File: config.mk
export PLATFORM = sky130hd
export DESIGN_NAME = dtsk_core
export DESIGN_NICKNAME = d
export VERILOG_FILES = /design/src/design/dtsk_pkg.sv /design/src/design/dtsk_core.sv
export SDC_FILE = /design/constraint.sdc
export NUM_CORES = 1
export LEC_CHECK = 0
export ABC_CLOCK_PERIOD_IN_PS = 5120
export BUFFER_PORTS_ARGS = -buffer_cell sky130_fd_sc_hd__buf_2
export CORE_MARGIN = 4
export CORE_UTILIZATION = 57
export DETAILED_ROUTE_END_ITERATION = 8
export GPL_ROUTABILITY_DRIVEN = 0
export PLACE_DENSITY = 0.8
export SLEW_MARGIN = 10
export SYNTH_ARGS = -nofsm -noshare
export SYNTH_HDL_FRONTEND = slang
export SYNTH_SLANG_ARGS = --single-unit
File: constraint.sdc
create_clock -name clock -period 5.12 [get_ports clock]
set_clock_uncertainty 0.2 [all_clocks]
set_input_delay 0.768 -clock clock [delete_from_list [all_inputs] [get_ports clock]]
set_output_delay 0.768 -clock clock [all_outputs]
set_load 0.02 [all_outputs]
File: src/design/dtsk_pkg.sv
// Shared types and fixed field widths for the two-stack deque.
// Used by the channel interfaces, dtsk_core and the top level; depends on nothing.
package dtsk_pkg;

   localparam int ACTION_BITS = 2;
   localparam int INDEX_BITS  = 9;
   localparam int STATUS_BITS = 2;
   localparam int COUNT_BITS  = 10;

   typedef enum logic [ACTION_BITS-1:0] {
      ACT_PUSH_FRONT = 2'd0,
      ACT_PUSH_BACK  = 2'd1,
      ACT_READ       = 2'd2
   } action_type;

   typedef enum logic [STATUS_BITS-1:0] {
      ST_OK    = 2'd0,
      ST_RANGE = 2'd1,
      ST_FULL  = 2'd2
   } status_type;

   // Result fields that are settled when an item is taken in, ahead of the stack read data.
   typedef struct packed {
      logic                  read_ok;
      logic                  from_front;
      status_type            status;
      logic [COUNT_BITS-1:0] total_count;
      logic                  is_empty;
   } stage_ctl_type;

endpackage

File: src/design/dtsk_core.sv
// Fill counters, end-word registers and request decode for the two-stack deque.
// Depends on dtsk_pkg; drives the ports of both stack memories and the first pipeline stage.
module dtsk_core import dtsk_pkg::*; #(
   parameter int SIDE_DEPTH = 256,
   parameter int WORD_BITS  = 32
) (
   input  logic                          clock,
   input  logic                          reset,
   input  logic                          accept,
   input  logic [ACTION_BITS-1:0]        action,
   input  logic [WORD_BITS-1:0]          push_word,
   input  logic [INDEX_BITS-1:0]         read_index,
   output logic                          fwr_en,
   output logic [$clog2(SIDE_DEPTH)-1:0] fwr_addr,
   output logic                          bwr_en,
   output logic [$clog2(SIDE_DEPTH)-1:0] bwr_addr,
   output logic                          frd_en,
   output logic [$clog2(SIDE_DEPTH)-1:0] frd_addr,
   output logic                          brd_en,
   output logic [$clog2(SIDE_DEPTH)-1:0] brd_addr,
   output stage_ctl_type                 stage_ctl,
   output logic [WORD_BITS-1:0]          stage_front,
   output logic [WORD_BITS-1:0]          stage_back
);

   localparam int FILL_BITS = $clog2(SIDE_DEPTH + 1);
   localparam int ADDR_BITS = $clog2(SIDE_DEPTH);
   localparam int SUM_BITS  = FILL_BITS + 1;
   localparam int CMP_BITS  = (SUM_BITS > INDEX_BITS) ? SUM_BITS : INDEX_BITS;

   logic [FILL_BITS-1:0] front_fill_ff, front_fill_in;
   logic [FILL_BITS-1:0] back_fill_ff, back_fill_in;
   logic [WORD_BITS-1:0] front_top_ff, front_top_in;
   logic [WORD_BITS-1:0] front_bot_ff, front_bot_in;
   logic [WORD_BITS-1:0] back_top_ff, back_top_in;
   logic [WORD_BITS-1:0] back_bot_ff, back_bot_in;
   stage_ctl_type        ctl_ff, ctl_in;
   logic [WORD_BITS-1:0] front_word_ff, front_word_in;
   logic [WORD_BITS-1:0] back_word_ff, back_word_in;

   logic                 front_full, back_full;
   logic [CMP_BITS-1:0]  idx_w, front_w, total_now;
   logic [CMP_BITS-1:0]  front_off, back_off;
   logic                 in_front, in_range;
   logic [SUM_BITS-1:0]  total_in;
   status_type           status;
   logic                 read_ok;

   assign front_full = (front_fill_ff == FILL_BITS'(SIDE_DEPTH));
   assign back_full  = (back_fill_ff == FILL_BITS'(SIDE_DEPTH));

   // Positions below the front fill count run down the front stack from its top;
   // the rest run up the back stack from its bottom.
   assign idx_w     = CMP_BITS'(read_index);
   assign front_w   = CMP_BITS'(front_fill_ff);
   assign total_now = CMP_BITS'(SUM_BITS'(front_fill_ff) + SUM_BITS'(back_fill_ff));
   assign in_front  = (idx_w < front_w);
   assign in_range  = (idx_w < total_now);
   assign front_off = front_w - idx_w - CMP_BITS'(1);
   assign back_off  = idx_w - front_w;

   assign fwr_addr = front_fill_ff[ADDR_BITS-1:0];
   assign bwr_addr = back_fill_ff[ADDR_BITS-1:0];
   assign frd_addr = front_off[ADDR_BITS-1:0];
   assign brd_addr = back_off[ADDR_BITS-1:0];

   always_comb begin
      front_fill_in = front_fill_ff;
      back_fill_in  = back_fill_ff;
      front_top_in  = front_top_ff;
      front_bot_in  = front_bot_ff;
      back_top_in   = back_top_ff;
      back_bot_in   = back_bot_ff;
      fwr_en        = 1'b0;
      bwr_en        = 1'b0;
      frd_en        = 1'b0;
      brd_en        = 1'b0;
      status        = ST_OK;
      read_ok       = 1'b0;
      if (accept) begin
         case (action_type'(action))
            ACT_PUSH_FRONT: begin
               if (front_full) begin
                  status = ST_FULL;
               end else begin
                  fwr_en        = 1'b1;
                  front_fill_in = front_fill_ff + FILL_BITS'(1);
                  front_top_in  = push_word;
                  if (front_fill_ff == '0) begin
                     front_bot_in = push_word;
                  end
               end
            end
            ACT_PUSH_BACK: begin
               if (back_full) begin
                  status = ST_FULL;
               end else begin
                  bwr_en       = 1'b1;
                  back_fill_in = back_fill_ff + FILL_BITS'(1);
                  back_top_in  = push_word;
                  if (back_fill_ff == '0) begin
                     back_bot_in = push_word;
                  end
               end
            end
            ACT_READ: begin
               if (!in_range) begin
                  status = ST_RANGE;
               end else begin
                  read_ok = 1'b1;
                  frd_en  = in_front;
                  brd_en  = !in_front;
               end
            end
            default: begin
            end
         endcase
      end
   end

   // The end words are taken from the state as it stands after this item.
   always_comb begin
      total_in      = SUM_BITS'(front_fill_in) + SUM_BITS'(back_fill_in);
      front_word_in = '0;
      back_word_in  = '0;
      if (total_in != '0) begin
         front_word_in = (front_fill_in != '0) ? front_top_in : back_bot_in;
         back_word_in  = (back_fill_in != '0) ? back_top_in : front_bot_in;
      end
      ctl_in.read_ok     = read_ok;
      ctl_in.from_front  = in_front;
      ctl_in.status      = status;
      ctl_in.total_count = COUNT_BITS'(total_in);
      ctl_in.is_empty    = (total_in == '0);
   end

   always_ff @(posedge clock) begin
      if (reset) begin
         front_fill_ff <= '0;
         back_fill_ff  <= '0;
      end else begin
         front_fill_ff <= front_fill_in;
         back_fill_ff  <= back_fill_in;
      end
   end

   always_ff @(posedge clock) begin
      front_top_ff <= front_top_in;
      front_bot_ff <= front_bot_in;
      back_top_ff  <= back_top_in;
      back_bot_ff  <= back_bot_in;
      if (accept) begin
         ctl_ff        <= ctl_in;
         front_word_ff <= front_word_in;
         back_word_ff  <= back_word_in;
      end
   end

   assign stage_ctl   = ctl_ff;
   assign stage_front = front_word_ff;
   assign stage_back  = back_word_ff;

   a_front_fill_bound: assert property (@(posedge clock) disable iff (reset)
      front_fill_ff <= FILL_BITS'(SIDE_DEPTH))
      else $error("front fill count beyond stack depth");

   a_back_fill_bound: assert property (@(posedge clock) disable iff (reset)
      back_fill_ff <= FILL_BITS'(SIDE_DEPTH))
      else $error("back fill count beyond stack depth");

   a_one_stack_read: assert property (@(posedge clock) disable iff (reset)
      !(frd_en && brd_en) && !((frd_en || brd_en) && (fwr_en || bwr_en)))
      else $error("more than one stack access for a single item");

   a_front_push_grows: assert property (@(posedge clock) disable iff (reset)
      fwr_en |=> front_fill_ff == $past(front_fill_ff) + FILL_BITS'(1))
      else $error("front push did not advance the fill count");

endmodule

# Word level (Yosys, flattened, before mapping)
# Index checks and enable logic that the tools add are counted.
[totals]
regBits = 225
word_cells = 73
output_inout_bits = 115
in_bits = 46
[op_classes]
reduce_logical = 8
magnitude_cmp = 2
add_sub_neg = 7
eq_ne = 4
muxes = 39
[ops]
columns = ["cell", "n"]
rows = [
  ["$mux 32", 16],
  ["$mux 9", 6],
  ["$add 9x9->10", 2],
  ["$add 9x1->9 const B", 2],
  ["$eq 9x9->1 const B", 2],
  ["$logic_not 9->1", 2],
  ["$reduce_bool 9->1", 2],
  ["$sub 8x8->8", 2],
  ["$mux 1", 14],
  ["$logic_not 10->1", 1],
  ["$lt 9x10->1", 1],
  ["$reduce_bool 10->1", 1],
  ["$lt 9x9->1", 1],
  ["$sub 8x1->8 const B", 1],
  ["$pmux 2 s3", 1],
  ["$mux 2", 2],
  ["$eq 2x1->1 const B", 1],
  ["$eq 2x2->1 const B", 1],
  ["$logic_not 2->1", 1],
  ["$logic_not 1->1", 1],
]

# Logic depth before layout (Yosys ltp)
[depth]
word_depth = 6
depth_mapped = 19
depth_no_buf = 15

# Worst setup path after synthesis
# No wires, ideal clock.
[synth_timing]
path_type = "input port to flip-flop"
start = "input port action[0]"
end = "register back_word_ff[10] (netlist: stage_back[10]) (data pin)"
path_slack_ps = 587
n_path_buf = 4
t_required_ps = 4654
path_stages = 17
arrival_ps = 4067
setup_time_ps = 266
cell_sequence = "buf_6 > or3b_1 > buf_2 > a31oi_2 > xnor2_1 > inv_1 > ha_1 > fa_1 > a211oi_1 > o21bai_1 > a21oi_1 > xnor2_1 > nand4bb_1 > a31oi_1 > buf_2 > clkbuf_1 > nor2_1"
[synth_rtl]
columns = ["item", "line_no", "rtl"]
rows = [
  ["start, declared", "dtsk_core.sv:10", "input logic [ACTION_BITS-1:0] action,"],
  ["end signal, assigned", "dtsk_core.sv:155", "back_word_ff <= back_word_in;"],
  ["end, declared", "dtsk_core.sv:39", "logic [WORD_BITS-1:0] back_word_ff, back_word_in;"],
]

# Final worst setup path
[layout_timing]
start = "register front_fill_ff[0]"
end = "output port brd_en"
[layout_via]
elab_chain_len = 5
[layout_rtl]
columns = ["item", "line_no", "rtl"]
rows = [
  ["start, declared", "dtsk_core.sv:31", "logic [FILL_BITS-1:0] front_fill_ff, front_fill_in;"],
  ["start signal, assigned", "dtsk_core.sv:142", "front_fill_ff <= front_fill_in;"],
  ["$add 9x9->10 / $lt 9x9->1 (equally long branches)", "dtsk_core.sv:56, dtsk_core.sv:57", ""],
  ["$lt 9x10->1 / $logic_not 1->1 (equally long branches)", "dtsk_core.sv:58, dtsk_core.sv:112", ""],
  ["$mux 1 (*)", "dtsk_core.sv:107", "if (!in_range) begin"],
  ["$mux 1 (*)", "dtsk_core.sv:81", "case (action_type'(action))"],
  ["$mux 1 (*)", "dtsk_core.sv:80", "if (accept) begin"],
  ["end, declared", "dtsk_core.sv:19", "output logic brd_en,"],
]
# Mark *: on every way between the ends. The rest lies on a longest branch, timed or not.

==> results.toml <==
[timing]
setup_viol = 0
finalHoldViolations = 0
rsz0062_at_grt = "no"
max_freq_mhz = 211
worst_pin_slew_ns = 0.832
fin_crit_ns = 4.75
slew_headroom_pct = 44.4
finalSetupTns_ns = 0
drv_slew = 0
fin_crit_sh_pct = 92.7

[worst_setup_path]
r2r_end = "stage_front[10]$_SDFFCE_PN0P_"
required_ns = 4.15
path_cells = "ha_1 > inv_1 > fa_1 > nor2b_1 > o21ai_0 > nand2_1 > a21o_1 > a21oi_1 > o21ai_0 > xnor2_1 > ha_1 > a211o_1 > a41oi_1 > a311oi_1 > nor3_1 > buf_2"
slowest_stage = "dfxtp_1"
path_buf_inv = 2
crit_type = "flop to output pin"
regToRegSetupSlack_ns = 0.60
cp_top_family = "compound AO/OA/AOI/OAI gates"
reg2reg_depth = 16
cp-end-kind = "output pin"
cp_max_fo = 8
start_kind = "flop"
critPathArrivalTime_ns = 3.78
cpPeakStageDelay_ns = 0.55
r2r_start = "back_fill_ff[1]$_SDFF_PP0_"

[min_path]
worstHoldPathCells = 1
hold_end = "back_bot_ff[3]$_DFF_P_"
hp-start = "back_bot_ff[3]$_DFF_P_"
worstHoldPathType = "flop to flop"

[synth]
avgSynthCellArea_um2 = 12.2
ys.flop_type = "dfxtp_1"
synth.top_cell.area_share_pct = 28.7
synth_area_leader_cell = "dfxtp_1"
syn_inst = 834
synth_most_common_cell = "dfxtp_1"
synth_edf_count = 79
ys_ff_latch = 225
yosys-top-cells-area = "dfxtp_1 (29%), edfxtp_1 (23%), mux2_2 (14%)"
syn_nets = 928
ys_types = 60
syn_area_um2 = 10200
synthArstFlopShare_pct = 0
yosys_warnings = 0
yosysSeqAreaShare_pct = 52.0
ys_top_cells_by_count = "dfxtp_1 (146), mux2_2 (124), nor2_1 (85)"

[floorplan]
die_area_um2 = 20100
pin_count = 161
dieHeight_um = 142
core_area_um2 = 17400
start_util_pct = 58.5
num_rows = 48
die_w_um = 142

[cells_and_area]
syn2layout_area_growth_pct = 16.0
nNetsFinal = 1077
drive_gt1_share_pct = 34.6
final_util_pct = 67.9

[power_and_ir_drop]
pwr-share-seq_pct = 47.6
p_comb_share_pct = 18.6
power.density_nw_per_um2 = 404
p_sw_share_pct = 25.8
cellInternalPower_uw = 3540
switching_power_uw = 1230
peakVddDrop_mv = 0.259
clkPwrFrac_pct = 33.7
p_leak_uw = 0.00528

[cts]
cts.repair_timing.setup_buffer_count = 0
clk_latency_ns = 0.50
ctsRootBufferMaster = "clkbuf_16"
path_clk_slew_ns = 0.06
tritoncts = "built"
cts_hold_buf = 0
clockBufferDepth = 3
h-tree-depth = 1
cts_made_buffers = 23
cts_resized = 0
clock_sinks = 225

[global_routing]
gr-total-overflow = 0
grt_pass1_wl_um = 35400
grt_antenna_before_repair = 1
grt_max_degree = 66
grt_util_all_layers_pct = 21.8
grt_pass1_vias = 6809

[place]
io_buffers = 160
dp_hpwl_um = 15000

[detailed_routing]
via_per_inst = 5.49
ant_nets = 0
wl_per_cell_um = 18.2
drc = 0
drtPass1Iterations = 6
dr_total_vias = 6714
routed_wl_um = 22200
drt_iter0_markers = 318

[status]
outcome = "completed"

[job]
max_cap_viol_count = 0
-- flip-flops by register name, summed over array words and instances, names as in the netlist --
signal	flops
front_fill_ff	9
stage_front	32
front_top_ff	32
stage_back	32
back_top_ff	32
front_bot_ff	32
back_fill_ff	9
stage_ctl	15
back_bot_ff	32
-- metal layers --
layer	track usage, %	share of wire, %	up-vias
met1	29.4	44	3269
met5	0	0.031	-
met3	4.72	6.3	36
li1	-	-	3235
met2	36.0	47	172
met4	5.51	2.2	2
-- final cells by class --
| type | count | area [µm²] |
|---|---|---|
| clock buffers | 31 | 626 |
| well taps | 225 | 282 |
| diodes | 1 | 2.50 |
| inverters | 34 | 128 |
| clock inverters | 9 | 100 |
| multi-input cells | 527 | 4470 |
| flip-flops and latches | 225 | 5300 |
| repair buffers | 172 | 918 |
| fillers | 1304 | 5590 |
-- stage by stage --
stage | hold slack, ns | worst slack [ns] | std cells | power [µW] | cell area (µm²)
3_5_place_dp | 0.250 | 0.424 | 1183 | 3210 | 11100
4_1_cts | 0.263 | 0.370 | 1223 | 4820 | 11800
3_3_place_gp | 0.240 | 0.544 | 1183 | 3170 | 11100
5_1_grt | 0.283 | 0.0802 | 1223 | 4990 | 11800
2_1_floorplan | 0.233 | 0.587 | 834 | 2930 | 10200
6_report | 0.261 | 0.372 | 1224 | 4770 | 11800
-- worst max path at each step --
stage | from | to | cells after the start
2_1_floorplan | action[0] | stage_back[10]$_SDFFCE_PN0P_ | 17
3_3_place_gp | action[1] | stage_back[3]$_SDFFCE_PN0P_ | 15
3_5_place_dp | action[1] | stage_front[10]$_SDFFCE_PN0P_ | 15
4_1_cts | front_fill_ff[0]$_SDFF_PP0_ | brd_en | 16
5_1_grt | front_fill_ff[0]$_SDFF_PP0_ | brd_en | 16
6_report | front_fill_ff[0]$_SDFF_PP0_ | brd_en | 16
-- cells by family after synthesis --
group	share of synthesized area [%]
AO/OA/AOI/OAI	4.73
XOR/XNOR	3.44
adder cells (fa/ha/maj)	6.11
buffers and inverters	4.37
flip-flops	52.0
multiplexers	20.5
AND/OR/NAND/NOR	8.86
-- power by group through the flow --
stage	clock, µW	combinational [µW]	sequential, µW
2_1_floorplan	0	537	2390
3_3_place_gp	0	868	2300
3_5_place_dp	0	898	2310
4_1_cts	1650	900	2280
5_1_grt	1720	976	2300
6_report	1610	890	2270
-- cell usage in the layout (no fill, tap or decap), types with 4 or more instances in the layout --
master,n
nand2_1,13
inv_1,34
clkinv_2,4
mux2i_1,65
a21oi_1,23
nor2b_1,19
xnor2_1,25
a211oi_1,5
dfxtp_1,146
a21o_1,9
o21ai_0,14
edfxtp_1,79
o21bai_1,6
clkbuf_16,23
mux2_2,124
buf_2,159
nor2_1,85
nand3_1,8
nand4_1,4
nor3_1,7
nand2b_1,4
nor4_1,6
buf_4,11
xor2_1,15
ha_1,45
mux2_1,4
clkbuf_1,6
(Power assumes the default switching activity.)
